[config.mk]
export PLATFORM = sky130hd
export DESIGN_NAME = kway_merge_min_heap_top
export DESIGN_NICKNAME = d
export VERILOG_FILES = /design/src/design/kwm_pkg.sv /design/src/design/kwm_ram.sv /design/src/design/kwm_dp.sv /design/src/design/kwm_ctrl.sv /design/src/design/kwm_merge_min_heap_top.sv
export SDC_FILE = /design/constraint.sdc
export NUM_CORES = 2
export LEC_CHECK = 0
export BUFFER_PORTS_ARGS = -buffer_cell sky130_fd_sc_hd__buf_2
export CORE_MARGIN = 4
export CORE_UTILIZATION = 35
export CTS_CLUSTER_DIAMETER = 80
export CTS_CLUSTER_SIZE = 40
export DETAILED_ROUTE_END_ITERATION = 7
export MAX_ROUTING_LAYER = met4
export PLACE_DENSITY = 0.53
export SYNTH_ARGS = -nofsm -noshare
export SYNTH_HDL_FRONTEND = slang
export SYNTH_SLANG_ARGS = --single-unit
[constraint.sdc]
create_clock -name clk -period 39 [get_ports clk]
set_clock_uncertainty 0.2 [all_clocks]
set_input_delay 7.8 -clock clk [delete_from_list [all_inputs] [get_ports clk]]
set_output_delay 7.8 -clock clk [all_outputs]
set_load 0.01 [all_outputs]
[src/design/kwm_pkg.sv]
// Package for the k-way merge min-heap: sizes, entry type, request codes, control structs.
package kwm_pkg;

  localparam int MAX_SOURCES = 16;
  localparam int KEY_BITS    = 64;
  localparam int VALUE_BITS  = 32;

  localparam int KEY_PORT_W = 64;
  localparam int VAL_PORT_W = 32;
  localparam int SRC_W      = 4;
  localparam int CNT_PORT_W = 5;

  localparam int CNT_W   = $clog2(MAX_SOURCES + 1);
  localparam int ADDR_W  = $clog2(MAX_SOURCES);
  localparam int ENTRY_W = KEY_BITS + VALUE_BITS + SRC_W;

  typedef enum logic [1:0] {
    REQ_INSERT  = 2'd0,
    REQ_REPLACE = 2'd1,
    REQ_POP     = 2'd2,
    REQ_BAD     = 2'd3
  } req_t;

  typedef struct packed {
    logic [KEY_BITS-1:0]   key;
    logic [VALUE_BITS-1:0] value;
    logic [SRC_W-1:0]      source;
  } entry_t;

  typedef enum logic [3:0] {
    ST_IDLE,
    ST_DISPATCH,
    ST_DN_L,
    ST_DN_R,
    ST_DN_MV,
    ST_HOLE_END,
    ST_PO_LD,
    ST_UP_CHK,
    ST_UP_CMP,
    ST_DONE
  } state_t;

  typedef struct packed {
    logic ld_req;
    logic err_set;
    logic cnt_inc;
    logic cnt_dec;
    logic i_init_ins;
    logic i_init_root;
    logic i_to_parent;
    logic i_to_cand;
    logic rd_root_left;
    logic rd_left;
    logic rd_right;
    logic rd_parent;
    logic rd_last;
    logic rd_cand_left;
    logic ld_cand_l;
    logic ld_cand_r;
    logic ld_ent_rd;
    logic wr_ent;
    logic wr_rd;
    logic wr_cand;
    logic out_load;
  } dp_cmd_t;

  typedef struct packed {
    req_t req;
    logic empty;
    logic full;
    logic n_ge2;
    logic has_right;
    logic cand_has_left;
    logic ent_ge;
    logic right_lt;
    logic i_root;
    logic leaf_last;
    logic out_free;
  } dp_stat_t;

  function automatic logic [ADDR_W-1:0] slot_addr(input logic [CNT_W:0] s);
    logic [CNT_W:0] t;
    t = s - {{CNT_W{1'b0}}, 1'b1};
    return t[ADDR_W-1:0];
  endfunction

  function automatic logic [CNT_PORT_W-1:0] cnt_out(input logic [CNT_W-1:0] c);
    logic [CNT_W+CNT_PORT_W-1:0] w;
    w = {{CNT_PORT_W{1'b0}}, c};
    return w[CNT_PORT_W-1:0];
  endfunction

endpackage

[src/design/kwm_ram.sv]
// Generic single-write, single-read RAM with registered read data.
module kwm_ram #(
  parameter int WIDTH = 8,
  parameter int DEPTH = 16
) (
  input  logic                     clk,
  input  logic                     wr_en,
  input  logic [$clog2(DEPTH)-1:0] wr_addr,
  input  logic [WIDTH-1:0]         wr_data,
  input  logic                     rd_en,
  input  logic [$clog2(DEPTH)-1:0] rd_addr,
  output logic [WIDTH-1:0]         rd_data
);

  logic [WIDTH-1:0] mem [DEPTH];

  always_ff @(posedge clk) begin
    if (wr_en) begin
      mem[wr_addr] <= wr_data;
    end
    if (rd_en) begin
      rd_data <= mem[rd_addr];
    end
  end

endmodule

[src/design/kwm_dp.sv]
// Datapath: heap RAM, slot pointers, sifting entry, fill count and result register.
module kwm_dp import kwm_pkg::*; (
  input  logic                  clk,
  input  logic                  rst_n,
  input  logic [1:0]            in_req_type,
  input  logic [KEY_PORT_W-1:0] in_new_key,
  input  logic [VAL_PORT_W-1:0] in_new_value,
  input  logic [SRC_W-1:0]      in_new_source,
  output logic                  out_valid,
  input  logic                  out_ready,
  output logic [KEY_PORT_W-1:0] out_top_key,
  output logic [VAL_PORT_W-1:0] out_top_value,
  output logic [SRC_W-1:0]      out_top_source,
  output logic                  out_top_valid,
  output logic [CNT_PORT_W-1:0] out_entry_count,
  output logic                  out_request_error,
  input  dp_cmd_t               cmd,
  output dp_stat_t              st
);

  req_t             req_r;
  entry_t           ent_r, cand_r, top_r;
  logic [CNT_W-1:0] cand_idx_r, i_r, cnt_r;
  logic             err_r;

  logic                  out_valid_r;
  logic [KEY_PORT_W-1:0] out_key_r;
  logic [VAL_PORT_W-1:0] out_val_r;
  logic [SRC_W-1:0]      out_src_r;
  logic                  out_tv_r;
  logic [CNT_PORT_W-1:0] out_cnt_r;
  logic                  out_err_r;

  logic [CNT_W:0]        lchild, rchild, cand_lchild, n_ext, rd_slot;
  logic [CNT_W-1:0]      parent;
  logic                  rd_en, wr_en;
  logic [ADDR_W-1:0]     rd_addr, wr_addr;
  logic [ENTRY_W-1:0]    rd_raw;
  entry_t                rd_ent, wr_ent, in_ent;
  logic [63:0]           val64;
  logic [63:0]           oval64;
  logic [KEY_PORT_W-1:0] okey;

  assign lchild      = {i_r, 1'b0};
  assign rchild      = {i_r, 1'b1};
  assign cand_lchild = {cand_idx_r, 1'b0};
  assign n_ext       = {1'b0, cnt_r};
  assign parent      = i_r >> 1;
  assign rd_ent      = rd_raw;

  assign val64         = {32'b0, in_new_value};
  assign in_ent.key    = in_new_key[KEY_BITS-1:0];
  assign in_ent.value  = val64[VALUE_BITS-1:0];
  assign in_ent.source = in_new_source;

  always_comb begin
    rd_en   = cmd.rd_root_left | cmd.rd_left | cmd.rd_right | cmd.rd_parent |
              cmd.rd_last | cmd.rd_cand_left;
    rd_slot = lchild;
    if (cmd.rd_root_left) begin
      rd_slot = (CNT_W+1)'(2);
    end else if (cmd.rd_right) begin
      rd_slot = rchild;
    end else if (cmd.rd_parent) begin
      rd_slot = {1'b0, parent};
    end else if (cmd.rd_last) begin
      rd_slot = n_ext;
    end else if (cmd.rd_cand_left) begin
      rd_slot = cand_lchild;
    end
    rd_addr = slot_addr(rd_slot);
  end

  always_comb begin
    wr_en   = cmd.wr_ent | cmd.wr_rd | cmd.wr_cand;
    wr_addr = slot_addr({1'b0, i_r});
    wr_ent  = ent_r;
    if (cmd.wr_rd) begin
      wr_ent = rd_ent;
    end else if (cmd.wr_cand) begin
      wr_ent = cand_r;
    end
  end

  kwm_ram #(
    .WIDTH(ENTRY_W),
    .DEPTH(MAX_SOURCES)
  ) u_ram (
    .clk    (clk),
    .wr_en  (wr_en),
    .wr_addr(wr_addr),
    .wr_data(wr_ent),
    .rd_en  (rd_en),
    .rd_addr(rd_addr),
    .rd_data(rd_raw)
  );

  always_ff @(posedge clk) begin
    if (cmd.ld_req) begin
      req_r <= req_t'(in_req_type);
      ent_r <= in_ent;
    end else if (cmd.ld_ent_rd) begin
      ent_r <= rd_ent;
    end
    if (cmd.i_init_ins) begin
      i_r <= cnt_r + CNT_W'(1);
    end else if (cmd.i_init_root) begin
      i_r <= CNT_W'(1);
    end else if (cmd.i_to_parent) begin
      i_r <= parent;
    end else if (cmd.i_to_cand) begin
      i_r <= cand_idx_r;
    end
    if (cmd.ld_cand_l) begin
      cand_r     <= rd_ent;
      cand_idx_r <= lchild[CNT_W-1:0];
    end else if (cmd.ld_cand_r) begin
      cand_r     <= rd_ent;
      cand_idx_r <= rchild[CNT_W-1:0];
    end
    if (wr_en && i_r == CNT_W'(1)) begin
      top_r <= wr_ent;
    end
  end

  always_ff @(posedge clk) begin
    if (!rst_n) begin
      cnt_r       <= '0;
      err_r       <= 1'b0;
      out_valid_r <= 1'b0;
    end else begin
      if (cmd.cnt_inc) begin
        cnt_r <= cnt_r + CNT_W'(1);
      end else if (cmd.cnt_dec) begin
        cnt_r <= cnt_r - CNT_W'(1);
      end
      if (cmd.ld_req) begin
        err_r <= 1'b0;
      end else if (cmd.err_set) begin
        err_r <= 1'b1;
      end
      if (cmd.out_load) begin
        out_valid_r <= 1'b1;
      end else if (out_ready) begin
        out_valid_r <= 1'b0;
      end
    end
  end

  always_comb begin
    okey   = '0;
    oval64 = '0;
    okey[KEY_BITS-1:0]     = top_r.key;
    oval64[VALUE_BITS-1:0] = top_r.value;
  end

  always_ff @(posedge clk) begin
    if (cmd.out_load) begin
      if (cnt_r != '0) begin
        out_key_r <= okey;
        out_val_r <= oval64[VAL_PORT_W-1:0];
        out_src_r <= top_r.source;
        out_tv_r  <= 1'b1;
      end else begin
        out_key_r <= '0;
        out_val_r <= '0;
        out_src_r <= '0;
        out_tv_r  <= 1'b0;
      end
      out_cnt_r <= cnt_out(cnt_r);
      out_err_r <= err_r;
    end
  end

  assign out_valid         = out_valid_r;
  assign out_top_key       = out_key_r;
  assign out_top_value     = out_val_r;
  assign out_top_source    = out_src_r;
  assign out_top_valid     = out_tv_r;
  assign out_entry_count   = out_cnt_r;
  assign out_request_error = out_err_r;

  assign st.req           = req_r;
  assign st.empty         = (cnt_r == '0);
  assign st.full          = (cnt_r >= CNT_W'(MAX_SOURCES));
  assign st.n_ge2         = (cnt_r >= CNT_W'(2));
  assign st.has_right     = (rchild <= n_ext);
  assign st.cand_has_left = (cand_lchild <= n_ext);
  assign st.ent_ge        = (ent_r.key >= rd_ent.key);
  assign st.right_lt      = (rd_ent.key < cand_r.key);
  assign st.i_root        = (i_r == CNT_W'(1));
  assign st.leaf_last     = (i_r == cnt_r);
  assign st.out_free      = !out_valid_r || out_ready;

endmodule

[src/design/kwm_ctrl.sv]
// Controller: request sequencing for insert, replace and pop over the heap datapath.
module kwm_ctrl import kwm_pkg::*; (
  input  logic     clk,
  input  logic     rst_n,
  input  logic     in_valid,
  output logic     in_ready,
  input  dp_stat_t st,
  output dp_cmd_t  cmd
);

  state_t state_r, state_nxt;

  always_ff @(posedge clk) begin
    if (!rst_n) begin
      state_r <= ST_IDLE;
    end else begin
      state_r <= state_nxt;
    end
  end

  always_comb begin
    state_nxt = state_r;
    case (state_r)
      ST_IDLE: begin
        if (in_valid) state_nxt = ST_DISPATCH;
      end
      ST_DISPATCH: begin
        case (st.req)
          REQ_INSERT: state_nxt = st.full ? ST_DONE : ST_UP_CHK;
          REQ_REPLACE, REQ_POP: begin
            if (st.empty) begin
              state_nxt = ST_DONE;
            end else if (st.n_ge2) begin
              state_nxt = ST_DN_L;
            end else begin
              state_nxt = ST_HOLE_END;
            end
          end
          default: state_nxt = ST_DONE;
        endcase
      end
      ST_DN_L: begin
        state_nxt = st.has_right ? ST_DN_R : ST_DN_MV;
      end
      ST_DN_R: begin
        state_nxt = ST_DN_MV;
      end
      ST_DN_MV: begin
        state_nxt = st.cand_has_left ? ST_DN_L : ST_HOLE_END;
      end
      ST_HOLE_END: begin
        if (st.req == REQ_REPLACE) begin
          state_nxt = ST_UP_CHK;
        end else if (st.leaf_last) begin
          state_nxt = ST_DONE;
        end else begin
          state_nxt = ST_PO_LD;
        end
      end
      ST_PO_LD: begin
        state_nxt = ST_UP_CHK;
      end
      ST_UP_CHK: begin
        state_nxt = st.i_root ? ST_DONE : ST_UP_CMP;
      end
      ST_UP_CMP: begin
        state_nxt = st.ent_ge ? ST_DONE : ST_UP_CHK;
      end
      ST_DONE: begin
        if (st.out_free) state_nxt = ST_IDLE;
      end
      default: state_nxt = ST_IDLE;
    endcase
  end

  always_comb begin
    cmd      = '0;
    in_ready = 1'b0;
    case (state_r)
      ST_IDLE: begin
        in_ready   = 1'b1;
        cmd.ld_req = in_valid;
      end
      ST_DISPATCH: begin
        case (st.req)
          REQ_INSERT: begin
            cmd.err_set    = st.full;
            cmd.i_init_ins = !st.full;
            cmd.cnt_inc    = !st.full;
          end
          REQ_REPLACE, REQ_POP: begin
            cmd.err_set      = st.empty;
            cmd.i_init_root  = !st.empty;
            cmd.rd_root_left = !st.empty && st.n_ge2;
          end
          default: cmd.err_set = 1'b1;
        endcase
      end
      ST_DN_L: begin
        cmd.ld_cand_l = 1'b1;
        cmd.rd_right  = st.has_right;
      end
      ST_DN_R: begin
        cmd.ld_cand_r = st.right_lt;
      end
      ST_DN_MV: begin
        cmd.wr_cand      = 1'b1;
        cmd.i_to_cand    = 1'b1;
        cmd.rd_cand_left = st.cand_has_left;
      end
      ST_HOLE_END: begin
        if (st.req != REQ_REPLACE) begin
          cmd.cnt_dec = 1'b1;
          cmd.rd_last = !st.leaf_last;
        end
      end
      ST_PO_LD: begin
        cmd.ld_ent_rd = 1'b1;
      end
      ST_UP_CHK: begin
        cmd.wr_ent    = st.i_root;
        cmd.rd_parent = !st.i_root;
      end
      ST_UP_CMP: begin
        cmd.wr_ent      = st.ent_ge;
        cmd.wr_rd       = !st.ent_ge;
        cmd.i_to_parent = !st.ent_ge;
      end
      ST_DONE: begin
        cmd.out_load = st.out_free;
      end
      default: begin
        cmd = '0;
      end
    endcase
  end

endmodule

[src/design/kwm_merge_min_heap_top.sv]
// Top level of the k-way merge min-heap: controller plus heap datapath.
// A binary min-heap of up to MAX_SOURCES entries (key, value tag, source)
// that takes one request at a time: insert, replace the top, or pop the top.
// Each request returns one result with the new top, the entry count and an
// error flag (insert when full, replace or pop when empty, unused code).
// The heap lives in a RAM with one read and one write port; each step down
// a level reads the left child, reads the right child if there is one and
// moves the smaller child up; each step up reads the parent and compares.
// A refused request goes straight to its result. The controller returns to
// idle before the next request is accepted, and a result that is not taken
// holds the controller until the output register frees. A new request is
// taken while the previous result waits in the output register.
module kway_merge_min_heap_top import kwm_pkg::*; (
  input  logic                  clk,
  input  logic                  rst_n,
  input  logic                  in_valid,
  output logic                  in_ready,
  input  logic [1:0]            in_req_type,
  input  logic [KEY_PORT_W-1:0] in_new_key,
  input  logic [VAL_PORT_W-1:0] in_new_value,
  input  logic [SRC_W-1:0]      in_new_source,
  output logic                  out_valid,
  input  logic                  out_ready,
  output logic [KEY_PORT_W-1:0] out_top_key,
  output logic [VAL_PORT_W-1:0] out_top_value,
  output logic [SRC_W-1:0]      out_top_source,
  output logic                  out_top_valid,
  output logic [CNT_PORT_W-1:0] out_entry_count,
  output logic                  out_request_error
);

  dp_cmd_t  cmd;
  dp_stat_t st;

  kwm_ctrl u_ctrl (
    .clk     (clk),
    .rst_n   (rst_n),
    .in_valid(in_valid),
    .in_ready(in_ready),
    .st      (st),
    .cmd     (cmd)
  );

  kwm_dp u_dp (
    .clk              (clk),
    .rst_n            (rst_n),
    .in_req_type      (in_req_type),
    .in_new_key       (in_new_key),
    .in_new_value     (in_new_value),
    .in_new_source    (in_new_source),
    .out_valid        (out_valid),
    .out_ready        (out_ready),
    .out_top_key      (out_top_key),
    .out_top_value    (out_top_value),
    .out_top_source   (out_top_source),
    .out_top_valid    (out_top_valid),
    .out_entry_count  (out_entry_count),
    .out_request_error(out_request_error),
    .cmd              (cmd),
    .st               (st)
  );

endmodule
==> results.yml <==
clock_tree:
  cts_resized: 0
  clock_path_buffers: 3
  cts-root-buf: "clkbuf_16"
  cts_tree: "done"
  cts_num_sinks: 2130
  numCtsBuffers: 111
  cts_hold_buf: 0
  clk_pin_slew_ns: 0.11
  clock_latency_ns: 0.83
  post_cts_buffers: 0
  h-tree-depth: 3
place:
  hpwlAfterDp_um: 122900
  place_ws_ns: 28.28
  routabilityCongestion: 0.8064
  io_buffers: 214
  placed_area_um2: 91280
sta:
  max_freq_mhz: 99.33
  setup_violations: 0
  slew_violations: 0
  hold_viol: 0
  period_minus_slack_ns: 10.07
  finalCritPeriodShare_pct: 25.81
  worst_slew_pin_slew_ns: 1.334
  worst_slack_ns: 28.93
  relSlewSlack_pct: 8.520
  grt_setup_unrepaired: "no"
  setup_tns_ns: 0
job:
  cap_violations: 0
pwr:
  ir_drop_mv: 0.09542
  power.density_nw_per_um2: 76.38
  total_power_w: 0.007297
  leakage_nw: 31.96
worst_setup_path:
  critPathMaxFanout: 16
  end_kind: "output port"
  start_kind: "flop"
  path_class: "reg -> out"
  worstPathRequired_ns: 31.00
  critical_path_arrival_ns: 2.07
grt:
  grt.busiest_layer: "met2"
  grt_use_met2_pct: 28.75
  grt_pass1_wl_um: 332000
  grt_pass1_vias: 44880
  grt_use_met3_pct: 2.572
  antenna_found_initial: 20
  track_usage_pct: 18.64
  grt_overflow: 0
  use_met1_pct: 26.44
  grt_max_degree: 130
status:
  status: "completed"
logic_synthesis:
  yosysMostFrequentCell: "edfxtp_1"
  synth_nets: 4692
  synth_area_leader_cell: "edfxtp_1"
  synthTopCellsByCount: "2118 x edfxtp_1, 401 x mux4_2, 263 x mux2i_1"
  synth.top_cell.area_share_pct: 74.11
  synth_cell_type_count: 70
  async_flop_share_pct: 0
  syn_area_per_cell_um2: 19.31
  ys_seq_area_share_pct: 74.39
  synthFlopType: "edfxtp_1"
  synthTopCellsByArea: "edfxtp_1 74%, mux4_2 11%, mux2i_1 3.1%, a221oi_1 2.1%, ha_1 2.1%"
  ys.warnings.count: 0
  synthCells: 4445
  netlist_area_um2: 85820
  synth_edf_count: 2118
  ys_seq_elements: 2130
cells_and_area:
  drive_gt1_share_pct: 21.46
  nets: 4917
  final_area_um2: 95540
  area_delta_synth_final_pct: 11.33
drt:
  wl_per_cell_um: 29.17
  drc: 0
  vias_per_cell: 5.582
  drt_iter0_drc: 4692
  dr_total_vias: 44510
  routed_wl_um: 232600
  dr.pass1.iters: 5
  antenna_left: 0
floorplan:
  die_y_um: 503.2
  die_x_um: 503.2
  dieArea_um2: 253200
  start_util_pct: 35.22
  fp.coreArea_um2: 243700
  fp-row-count: 181
  pin_count: 215
min_path:
  hold_class: "reg -> reg"
## cells by family after synthesis
| logic type | synth area share, % |
|---|---|
| mux | 13.60 |
| fa+ha+maj | 2.056 |
| simple gates | 3.037 |
| compound gates | 4.775 |
| xor+xnor | 0.1298 |
| flops | 74.39 |
| buf+inv | 2.005 |
## metal layers
metal / vias up / wire length (um)
met2: 1497 / 109200
met4: 0 / 5433
met5: - / 0
li1: 18720 / -
met1: 24000 / 103700
met3: 294 / 14220
## registers in the layout, summed over array words and instances, names as in the netlist
register,cells
u_dp.out_top_key,64
u_dp.out_entry_count,5
u_ctrl.state_r,4
u_dp.out_valid,1
u_dp.u_ram.rd_data,100
u_dp.req_r,2
u_dp.cand_idx_r,5
u_dp.cand_r,100
u_dp.oval64,32
u_dp.top_r,4
u_dp.out_top_value,32
u_dp.err_r,1
u_dp.out_top_valid,1
u_dp.u_ram.mem,1600
u_dp.ent_r,100
u_dp.out_top_source,4
u_dp.okey,64
u_dp.cnt_r,5
u_dp.out_request_error,1
u_dp.i_r,5
## power by group
part	leakage, nW	internal (W)	switching [W]
Combinational	10.7	0.000823	0.00173
Clock	1.99	0.000634	0.000847
Sequential	19.3	0.00317	0.0000899
Total	32.0	0.00463	0.00267
## through the flow
stage | hold WS (ns) | utilization (%) | cells
after floorplan | 0.2064 | - | 4445
after global placement | 0.2544 | 37.46 | 7758
after detailed placement | 0.2630 | 37.46 | 7758
after CTS | 0.2877 | 39.19 | 7969
after global routing | 0.2978 | 39.20 | 7972
final | 0.2870 | 39.21 | 7973
## cells in the final DEF, fill, tap and decap left out, drive strengths merged, types with 4 or more instances in the layout
| cell type | Yosys | final |
|---|---|---|
| a211o | 4 | 4 |
| a211oi | 8 | 8 |
| a21boi | 5 | 5 |
| a21o | 34 | 34 |
| a21oi | 45 | 45 |
| a221oi | 202 | 202 |
| a31oi | 4 | 4 |
| and2 | 7 | 7 |
| and3 | 6 | 6 |
| buf | 104 | 371 |
| bufinv | 0 | 8 |
| clkbuf | 155 | 120 |
| clkinv | 0 | 38 |
| clkinvlp | 0 | 9 |
| dfxtp | 12 | 12 |
| edfxtp | 2118 | 2118 |
| ha | 141 | 141 |
| inv | 143 | 179 |
| mux2i | 263 | 263 |
| mux4 | 401 | 401 |
| nand2 | 208 | 208 |
| nand2b | 11 | 11 |
| nand3 | 16 | 16 |
| nand4 | 66 | 66 |
| nor2 | 44 | 44 |
| nor2b | 110 | 110 |
| nor3 | 18 | 18 |
| nor4 | 10 | 10 |
| nor4b | 4 | 4 |
| o211ai | 6 | 6 |
| o21a | 10 | 10 |
| o21ai | 134 | 134 |
| o221ai | 4 | 4 |
| o22ai | 101 | 101 |
| o31ai | 5 | 5 |
| or3 | 4 | 4 |
| xnor2 | 10 | 10 |
## worst max-delay path, stage by stage, from the launching register on
cell	delay (ns)
dfxtp_1	0.51
nor4_1	0.36
buf_4	0.23
buf_2	0.15
## final timing paths
check,start,to,slack [ns],depth (start not counted)
worst max-delay path,u_ctrl.state_r[0],in_ready,28.93,3
worst min-delay path,u_dp.u_ram.rd_data[0],u_dp.cand_r[0],0.29,0
worst max register to register,u_dp.u_ram.rd_data[89],u_dp.u_ram.mem[14][72],31.83,12
worst min register to register,u_dp.u_ram.rd_data[0],u_dp.cand_r[0],0.29,0
## cell type report
class / instances / area (um^2)
Antenna cell: 3 / 7.507
Tap cell: 3202 / 4006
Timing Repair Buffer: 371 / 2375
Clock buffer: 120 / 2811
Clock inverter: 91 / 1405
Sequential cell: 2130 / 63840
Multi-Input combinational cell: 1913 / 20540
Inverter: 143 / 544.3
Fill cell: 22030 / 148100
(Power assumes the default switching activity.)
